[src/hw/rtl/dro_pkg.sv]
`timescale 1ns / 1ps
package dro_pkg;

	localparam int TRIG_W = 32;
	localparam int STEP_W = 34;
	localparam int MAG_W = 33;
	localparam int TMAG_W = 29;
	localparam int TABLE_LEN = 24;
	localparam logic signed [TRIG_W-1:0] CORDIC_GAIN = 32'sd163008219;
	localparam logic signed [TRIG_W-1:0] TRIG_ONE = 32'sd268435456;
	localparam logic [STEP_W-1:0] STEP_MAX = {STEP_W{1'b1}};

	typedef enum logic [2:0] {
		REG_LEFT_REVERSE = 3'd0,
		REG_RIGHT_REVERSE = 3'd1,
		REG_DIST_PER_COUNT = 3'd2,
		REG_START_X = 3'd3,
		REG_START_Y = 3'd4
	} cfg_reg_t;

	typedef enum logic [5:0] {
		S_IDLE = 6'b000001,
		S_MUL = 6'b000010,
		S_TRIG = 6'b000100,
		S_MUL2 = 6'b001000,
		S_RND = 6'b010000,
		S_UPD = 6'b100000
	} state_t;

	// arctangent of 2^-i as a 32-bit binary angle
	function automatic logic signed [TRIG_W-1:0] atan_lut(input logic [4:0] i);
		logic signed [TRIG_W-1:0] v;
		unique case (i)
			5'd0: v = 32'sd536870912;
			5'd1: v = 32'sd316933406;
			5'd2: v = 32'sd167458907;
			5'd3: v = 32'sd85004756;
			5'd4: v = 32'sd42667331;
			5'd5: v = 32'sd21354465;
			5'd6: v = 32'sd10679838;
			5'd7: v = 32'sd5340245;
			5'd8: v = 32'sd2670163;
			5'd9: v = 32'sd1335087;
			5'd10: v = 32'sd667544;
			5'd11: v = 32'sd333772;
			5'd12: v = 32'sd166886;
			5'd13: v = 32'sd83443;
			5'd14: v = 32'sd41722;
			5'd15: v = 32'sd20861;
			5'd16: v = 32'sd10430;
			5'd17: v = 32'sd5215;
			5'd18: v = 32'sd2608;
			5'd19: v = 32'sd1304;
			5'd20: v = 32'sd652;
			5'd21: v = 32'sd326;
			5'd22: v = 32'sd163;
			5'd23: v = 32'sd81;
			default: v = '0;
		endcase
		return v;
	endfunction

	function automatic logic signed [TRIG_W-1:0] clamp_trig(input logic signed [TRIG_W-1:0] v);
		logic signed [TRIG_W-1:0] r;
		if (v > TRIG_ONE) r = TRIG_ONE;
		else if (v < -TRIG_ONE) r = -TRIG_ONE;
		else r = v;
		return r;
	endfunction

endpackage

[src/hw/rtl/dead_reckoning_odometry.sv]
`timescale 1ns / 1ps
// channel  | dir | handshake              | payload
// ---------+-----+------------------------+-----------------------------------------
// s_axis   | in  | s_tvalid / s_tready    | heading, left_count, right_count
// m_axis   | out | m_tvalid / m_tready    | x_pos, y_pos
// cfg      | in  | cfg_valid / cfg_ready  | cfg_index (register number), cfg_data
//
// one request at a time: accept, bit-serial step multiply with the cordic
// running alongside, trig select, bit-serial delta multiply, rounding, update
// the first sample after reset goes to the update and only loads the start position
// a new request is taken while the previous result still waits on m_tready
// the update stalls while the output register is full
// arst_n clears control state and the configuration registers to their defaults
module dead_reckoning_odometry
	import dro_pkg::*;
#(
	parameter int ANGLE_BITS = 16,
	parameter int CORDIC_STEPS = 16
) (
	input  logic clk,
	input  logic arst_n,
	input  logic s_tvalid,
	output logic s_tready,
	// heading [ANGLE_BITS-1:0], left_count, right_count, zero fill to bytes
	input  logic [((ANGLE_BITS+64+7)/8)*8-1:0] s_tdata,
	output logic m_tvalid,
	input  logic m_tready,
	// x_pos [31:0], y_pos [63:32]
	output logic [63:0] m_tdata,
	input  logic cfg_valid,
	output logic cfg_ready,
	input  logic [2:0] cfg_index,
	input  logic [31:0] cfg_data
);

	localparam int CNT_W = 6;
	localparam logic [CNT_W-1:0] MUL_LAST = CNT_W'(31);
	localparam logic [CNT_W-1:0] MUL2_LAST = CNT_W'(TMAG_W - 1);
	localparam logic [CNT_W-1:0] CORDIC_N = CNT_W'(CORDIC_STEPS);

	// configuration
	logic left_rev_q, right_rev_q;
	logic [31:0] dpc_q;
	logic signed [31:0] start_x_q, start_y_q;

	// state
	state_t state_q;
	logic [CNT_W-1:0] cnt_q;
	logic started_q, first_q;
	logic [31:0] prev_left_q, prev_right_q;
	logic signed [31:0] pos_x_q, pos_y_q;

	// working registers
	logic [ANGLE_BITS-1:0] head_q;
	logic sneg_q;
	logic [MAG_W-1:0] mag_q;
	logic [65:0] prod1_q;
	logic signed [TRIG_W-1:0] cx_q, cy_q, z_q;
	logic [STEP_W-1:0] step_q;
	logic nx_q, ny_q;
	logic [63:0] px_q, py_q;
	logic [35:0] dx_q, dy_q;
	logic out_valid_q;
	logic [63:0] out_data_q;

	// input unpacking and count deltas
	logic [ANGLE_BITS-1:0] in_head;
	logic [31:0] in_left, in_right, cl, cr, dl, dr;
	logic signed [32:0] sum;
	logic accept, advance;

	assign in_head = s_tdata[ANGLE_BITS-1:0];
	assign in_left = s_tdata[ANGLE_BITS+31:ANGLE_BITS];
	assign in_right = s_tdata[ANGLE_BITS+63:ANGLE_BITS+32];
	assign cl = left_rev_q ? 32'd0 - in_left : in_left;
	assign cr = right_rev_q ? 32'd0 - in_right : in_right;
	assign dl = cl - prev_left_q;
	assign dr = cr - prev_right_q;
	assign sum = {dl[31], dl} + {dr[31], dr};

	assign s_tready = (state_q == S_IDLE);
	assign accept = s_tvalid && s_tready;
	assign cfg_ready = 1'b1;
	assign m_tvalid = out_valid_q;
	assign m_tdata = out_data_q;
	// the result register is free or emptying this cycle
	assign advance = !out_valid_q || m_tready;

	// serial step multiply, one bit of distance_per_count per cycle
	logic [34:0] s1;
	assign s1 = {1'b0, prod1_q[65:32]} + (prod1_q[0] ? {2'b0, mag_q} : 35'd0);

	// cordic rotation, one iteration per cycle
	logic [4:0] it;
	logic signed [TRIG_W-1:0] cdx, cdy, atn;
	assign it = cnt_q[4:0];
	assign cdx = cy_q >>> it;
	assign cdy = cx_q >>> it;
	assign atn = atan_lut(it);

	// quadrant reduction
	logic [1:0] quad;
	logic signed [TRIG_W-1:0] cs_c, sn_c, sin_h, cos_h;
	assign quad = head_q[ANGLE_BITS-1:ANGLE_BITS-2];
	assign cs_c = clamp_trig(cx_q);
	assign sn_c = clamp_trig(cy_q);
	always_comb begin
		unique case (quad)
			2'd0: begin sin_h = sn_c; cos_h = cs_c; end
			2'd1: begin sin_h = cs_c; cos_h = -sn_c; end
			2'd2: begin sin_h = -sn_c; cos_h = -cs_c; end
			default: begin sin_h = -cs_c; cos_h = sn_c; end
		endcase
	end
	logic signed [TRIG_W-1:0] sin_abs, cos_abs;
	assign sin_abs = sin_h[TRIG_W-1] ? -sin_h : sin_h;
	assign cos_abs = cos_h[TRIG_W-1] ? -cos_h : cos_h;

	// step clamp
	logic [STEP_W-1:0] step_c;
	assign step_c = (|prod1_q[65:43]) ? STEP_MAX : prod1_q[42:9];

	// serial delta multiply for both axes, one bit of |trig| per cycle
	logic [35:0] s2x, s2y;
	assign s2x = {1'b0, px_q[63:29]} + (px_q[0] ? {2'b0, step_q} : 36'd0);
	assign s2y = {1'b0, py_q[63:29]} + (py_q[0] ? {2'b0, step_q} : 36'd0);

	// rounding at bit 28
	logic [63:0] rx, ry;
	assign rx = px_q + 64'h0000_0000_0800_0000;
	assign ry = py_q + 64'h0000_0000_0800_0000;

	// position update with saturation
	logic signed [37:0] ux, uy;
	logic signed [31:0] nx_pos, ny_pos;
	assign ux = nx_q ? {{6{pos_x_q[31]}}, pos_x_q} - $signed({2'b0, dx_q})
		: {{6{pos_x_q[31]}}, pos_x_q} + $signed({2'b0, dx_q});
	assign uy = ny_q ? {{6{pos_y_q[31]}}, pos_y_q} - $signed({2'b0, dy_q})
		: {{6{pos_y_q[31]}}, pos_y_q} + $signed({2'b0, dy_q});
	always_comb begin
		priority if (ux > 38'sd2147483647) nx_pos = 32'sh7fffffff;
		else if (ux < -38'sd2147483648) nx_pos = 32'sh80000000;
		else nx_pos = ux[31:0];
		priority if (uy > 38'sd2147483647) ny_pos = 32'sh7fffffff;
		else if (uy < -38'sd2147483648) ny_pos = 32'sh80000000;
		else ny_pos = uy[31:0];
	end

	// configuration registers
	always_ff @(posedge clk or negedge arst_n) begin
		if (!arst_n) begin
			left_rev_q <= 1'b0;
			right_rev_q <= 1'b0;
			dpc_q <= 32'd402624;
			start_x_q <= -32'sd1146880;
			start_y_q <= -32'sd1441792;
		end else if (cfg_valid && cfg_ready) begin
			unique case (cfg_reg_t'(cfg_index))
				REG_LEFT_REVERSE: left_rev_q <= cfg_data[0];
				REG_RIGHT_REVERSE: right_rev_q <= cfg_data[0];
				REG_DIST_PER_COUNT: dpc_q <= cfg_data;
				REG_START_X: start_x_q <= cfg_data;
				REG_START_Y: start_y_q <= cfg_data;
				default: ;
			endcase
		end
	end

	// control and state
	always_ff @(posedge clk or negedge arst_n) begin
		if (!arst_n) begin
			state_q <= S_IDLE;
			cnt_q <= '0;
			started_q <= 1'b0;
			first_q <= 1'b0;
			prev_left_q <= '0;
			prev_right_q <= '0;
			pos_x_q <= '0;
			pos_y_q <= '0;
			out_valid_q <= 1'b0;
		end else begin
			// result register: loaded by the update, emptied by the sink
			if (state_q == S_UPD && advance) out_valid_q <= 1'b1;
			else if (m_tready) out_valid_q <= 1'b0;
			unique case (state_q)
				S_IDLE: begin
					if (accept) begin
						prev_left_q <= cl;
						prev_right_q <= cr;
						started_q <= 1'b1;
						first_q <= !started_q;
						cnt_q <= '0;
						state_q <= started_q ? S_MUL : S_UPD;
					end
				end
				S_MUL: begin
					cnt_q <= cnt_q + CNT_W'(1);
					if (cnt_q == MUL_LAST) state_q <= S_TRIG;
				end
				S_TRIG: begin
					cnt_q <= '0;
					state_q <= S_MUL2;
				end
				S_MUL2: begin
					cnt_q <= cnt_q + CNT_W'(1);
					if (cnt_q == MUL2_LAST) state_q <= S_RND;
				end
				S_RND: state_q <= S_UPD;
				S_UPD: begin
					if (advance) begin
						if (first_q) begin
							pos_x_q <= start_x_q;
							pos_y_q <= start_y_q;
						end else begin
							pos_x_q <= nx_pos;
							pos_y_q <= ny_pos;
						end
						state_q <= S_IDLE;
					end
				end
				default: state_q <= S_IDLE;
			endcase
		end
	end

	// datapath, no reset needed
	always_ff @(posedge clk) begin
		if (accept) begin
			head_q <= in_head;
			sneg_q <= sum[32];
			mag_q <= sum[32] ? MAG_W'(-sum) : MAG_W'(sum);
			prod1_q <= {34'd0, dpc_q};
			cx_q <= CORDIC_GAIN;
			cy_q <= '0;
			// angle within the quadrant, quadrant bits dropped
			z_q <= {2'b00, in_head[ANGLE_BITS-3:0], {(32 - ANGLE_BITS){1'b0}}};
		end
		if (state_q == S_MUL) begin
			prod1_q <= {s1, prod1_q[31:1]};
			if (cnt_q < CORDIC_N) begin
				if (!z_q[TRIG_W-1]) begin
					cx_q <= cx_q - cdx;
					cy_q <= cy_q + cdy;
					z_q <= z_q - atn;
				end else begin
					cx_q <= cx_q + cdx;
					cy_q <= cy_q - cdy;
					z_q <= z_q + atn;
				end
			end
		end
		if (state_q == S_TRIG) begin
			step_q <= step_c;
			nx_q <= sneg_q ^ sin_h[TRIG_W-1];
			ny_q <= sneg_q ^ cos_h[TRIG_W-1];
			px_q <= {35'd0, sin_abs[TMAG_W-1:0]};
			py_q <= {35'd0, cos_abs[TMAG_W-1:0]};
		end
		if (state_q == S_MUL2) begin
			px_q <= {s2x, px_q[28:1]};
			py_q <= {s2y, py_q[28:1]};
		end
		if (state_q == S_RND) begin
			dx_q <= rx[63:28];
			dy_q <= ry[63:28];
		end
		if (state_q == S_UPD && advance) begin
			out_data_q <= first_q ? {start_y_q, start_x_q} : {ny_pos, nx_pos};
		end
	end

	// the first sample goes straight to the update, later ones through the multiply
	a_accept_path: assert property (@(posedge clk) disable iff (!arst_n)
		accept |=> (state_q == S_MUL) || (state_q == S_UPD))
		else $error("bad path after accept");

	a_cnt_range: assert property (@(posedge clk) disable iff (!arst_n)
		(state_q == S_MUL2) |-> (cnt_q <= MUL2_LAST))
		else $error("delta multiply counter overrun");

	a_first_start: assert property (@(posedge clk) disable iff (!arst_n)
		(state_q == S_UPD && first_q && advance) |=>
		(m_tvalid && m_tdata[31:0] == $past(start_x_q)))
		else $error("first result is not the start position");

	a_no_drop: assert property (@(posedge clk) disable iff (!arst_n)
		(out_valid_q && !m_tready && state_q == S_UPD) |=> (state_q == S_UPD))
		else $error("result overwritten while stalled");

endmodule

[config.mk]
export PLATFORM = sky130hd
export DESIGN_NAME = dead_reckoning_odometry
export DESIGN_NICKNAME = d
export VERILOG_FILES = /design/src/hw/rtl/dro_pkg.sv /design/src/hw/rtl/dead_reckoning_odometry.sv
export SDC_FILE = /design/constraint.sdc
export NUM_CORES = 2
export LEC_CHECK = 0
export ABC_AREA = 1
export ABC_CLOCK_PERIOD_IN_PS = 11500
export BUFFER_PORTS_ARGS = -buffer_cell sky130_fd_sc_hd__buf_2
export CAP_MARGIN = 20
export CELL_PAD_IN_SITES_DETAIL_PLACEMENT = 0
export CELL_PAD_IN_SITES_GLOBAL_PLACEMENT = 2
export CORE_UTILIZATION = 37
export CTS_BUF_LIST = sky130_fd_sc_hd__clkbuf_16
export DETAILED_ROUTE_END_ITERATION = 16
export GPL_TIMING_DRIVEN = 0
export PLACE_DENSITY = 0.78
export SYNTH_ARGS = -nofsm -noshare
export SYNTH_HDL_FRONTEND = slang
export SYNTH_SLANG_ARGS = --single-unit
export TNS_END_PERCENT = 50
[constraint.sdc]
create_clock -name clk -period 11.5 [get_ports clk]
set_input_delay 2.3 -clock clk [delete_from_list [all_inputs] [get_ports clk]]
set_output_delay 2.3 -clock clk [all_outputs]
set_load 0.005 [all_outputs]
==> results list <==
* RSZ-0062 raised after global routing: false
* Most frequent CP cell: nand2_1
* Least-Margin Pin Slew: 1.15 ns
* Clock input transition at the sequential cells of the worst setup and hold paths: 0.06 ns
- The detailed router finished its first iteration with slightly below 5000 violations.
- Number of buffers on the longest clock path: 3
- Quantity of gates resized following cts: 0
* Flops & latches, synth: roughly 740
- The worst setup path is of the in -> reg kind.
- Of the post-synthesis cell area, the dominant cell type holds 0.188.
- In the finished design, the share of the clock period the worst path needs comes to 0.734.
- For this run, the total global-route usage over all layers was measured as 0.282.
* Buf/Inv on CP: 6
- Buffers added to address setup during post-CTS repair amount to 0.
* Delay of the slowest critical-path stage: 0.51 ns
* Chip width: 418 microns
- Setup slack after placement: 2.26 ns
- The number of antenna violations at the first check in global routing was 4.
- The share of the Yosys chip area taken by registers is 0.313.
- After layout, the minimum clock period comes to 8.44 ns.
- Timing would allow up to 0.118 GHz.
* Avg WL per Cell: approximately 21 microns
- Among all flip-flop cells after synthesis, the most frequent one is edfxtp_1.
* Number of standard-cell rows in the floorplan: 152
- The floorplan step set the die height to 418 microns.
* Clock latency reported for the late side of the worst-skew pair: 0.77 ns
* CP required: 11.96 ns
- Layout overhead on the synthesized area: 11.7%
* Total number of vias: 62700
- The first detailed-routing pass took 6 iterations.
- Summed over all nets, the half-perimeter wirelength after detailed placement is 208 mm.
- Arrival @ worst endpoint: about 8.9 ns
- Depth of the CTS H-tree: 3
- The die covers 175000 sq um.
- Largest net degree at the start of global routing: 89
* Endpoints failing setup: 0
* Number of synthesized flops with an enable pin: 402
- The detail route stage leaves a number of antenna-violating nets equal to 0.
- CTS Root Cell: clkbuf_16
* Status: completed
- Async set-reset flop share out of synthesis: 0.326
* Distinct cells, synth: 88
- For this configuration, the core starts out at a cell density of 0.373.
- In this run the cell area of the synthesized design comes to 64100 sq um.
- Routability congestion estimate: about 1.0
* Average cell area after synthesis: between 6 and 7 sq um
- ~190 I/O pins were placed.
- Post-cts hold buffer count: 0
- In the final layout, the share of cells above drive strength 1 is 0.0647.
- The kind of cell with the highest combined delay along the critical path is simple AND/OR/NAND/NOR gates.
- The synthesized design spends more area on one cell type than any other, namely edfxtp_1.
- Setup slack of the critical path after layout: 3.06 ns
- Remaining DRCs: 0
- Worst hold slack: 0.458 ns
* Number of vias per cell: about 5.2
* Commonest cells after routing, fill and taps aside: nand2_1, inv_1, o21ai_0
- On the critical path, the stage with the largest delay is an instance of nor4_1.
- Max-cap violations: 0
- Of all nets on the critical path, the largest fanout is 10.
- Clock Skews: around 0.075 ns
- TritonCTS clock tree: built
* Total negative setup slack: 0 ns
* Yosys warnings: 0
- IO Port Bufs: between 150 and 200
- The first global-routing pass estimated 374 mm of wire.
- The final-report max-slew violation count was 0.
* Number of global-route vias before repair: between 50000 and 60000
- In the post-synthesis netlist, the biggest area contributors are edfxtp_1, nand2_1, dfrtp_1.
* Max_slew headroom: 0.227
- The worst hold path belongs to the class reg -> reg.
* Total congestion overflow: 0
- Net count, final: 10100
- Most common cell after layout, fill and taps aside: nand2_1
* Post-Syn Instances: around 9200
- After floorplanning, the core was sized to cover about 170000 sq um.
* Synthesized Nets: 9758
* CP Launch Type: input pin
- Final-report hold violation count: 0
- CTS Buf Count: between 90 and 100
* DRT Wirelength: ~250 mm
* Number of sinks handled by clock tree synthesis: 739
- The worst setup path is captured at a flop.
==> flip-flops by register name, indices dropped and copies added, names as in the netlist, 2 cells and up <==
name	count
z_q	32
dx_q	36
dy_q	36
mag_q	33
px_q	64
pos_x_q	32
dpc_q	32
py_q	64
prod1_q	66
cy_q	32
cx_q	32
state_q	6
start_y_q	32
pos_y_q	32
cnt_q	6
prev_left_q	32
head_q	2
step_q	34
start_x_q	32
m_tdata	64
prev_right_q	32
==> final timing paths <==
path / start / to / slack [ns] / cells past startpoint
worst max-delay path: s_tdata[48] / mag_q[22] / 3.06 / 32
worst min-delay path: z_q[13] / z_q[13] / 0.46 / 2
worst max register to register: left_rev_q / mag_q[22] / 3.53 / 30
worst min register to register: z_q[13] / z_q[13] / 0.46 / 2
max in group asynchronous: arst_n / prev_right_q[20] / 8.88 / 2
min in group asynchronous: arst_n / pos_x_q[4] / 1.51 / 1
==> kinds of logic after synthesis <==
logic type | after synthesis | synth area share
AO/OA/AOI/OAI | 2020 | 0.178
XOR/XNOR | 528 | 0.0724
adder cells (fa/ha/maj) | 395 | 0.0784
buffers and inverters | 1491 | 0.0931
flip-flops | 739 | 0.313
multiplexers | 32 | 0.00500
other | 1 | 0.0000585
AND/OR/NAND/NOR | 4037 | 0.260
==> synthesized netlist by cell type (38+ instances only) <==
master and number:
inv_1 1170, nand3_1 411, o22ai_1 52, a31oi_1 62, o21a_1 57, clkbuf_1 166
dfrtp_1 206, xnor2_1 175, nand4_1 111, o211ai_1 45, o21ai_0 823, nor2_1 789
nand2_1 2465, o21ai_1 58, xor2_1 351, nor3_1 104, a21boi_0 53, buf_2 45
nor4_1 38, a21oi_1 632, dfxtp_1 96, ha_1 384, edfxtp_1 402
==> per-layer routing <==
layer | GRT usage | up-vias | routed length (microns)
met2 | 0.444 | 1589 | 110000
met5 | 0 | - | 0
met4 | 0.0679 | 0 | 6290
met1 | 0.406 | 29500 | 123000
met3 | 0.0342 | 233 | 13000
li1 | - | 31300 | -
==> layout make-up <==
type                       instances  area, sq um
sequential                       739        20100
timing repair buffer             215         1350
fill                           18500       100000
buffer                           282         1430
multi-input combinational       7013        38100
clock inverter                    82          857
tap                             2310         2890
clock buffer                      93         2330
antenna                            4         10.0
inverter                        1209         4550
==> worst reg2reg max path: cells and delay by family (launching register included) <==
kind	cells	cell delay, ns
fa+ha+maj	2	0.83
compound gates	10	2.24
flops	1	0.33
xor+xnor	2	0.31
simple gates	10	1.62
buf+inv	6	2.37
==> stage by stage <==
| stage | area (sq um) | std cells | utilization |
|---|---|---|---|
| 3_5_place_dp | 68400 | 11800 | 0.398 |
| 4_1_cts | 71500 | 11900 | 0.417 |
| 5_1_grt | 71500 | 11900 | 0.417 |
| 6_report | 71600 | 11900 | 0.417 |
| 2_1_floorplan | 64100 | 9243 | - |
| 3_3_place_gp | 67900 | 11700 | 0.395 |
Power is left out: the tool's default activity adds up to more than one toggle a clock period on the data nets, which glitch-free logic cannot reach.
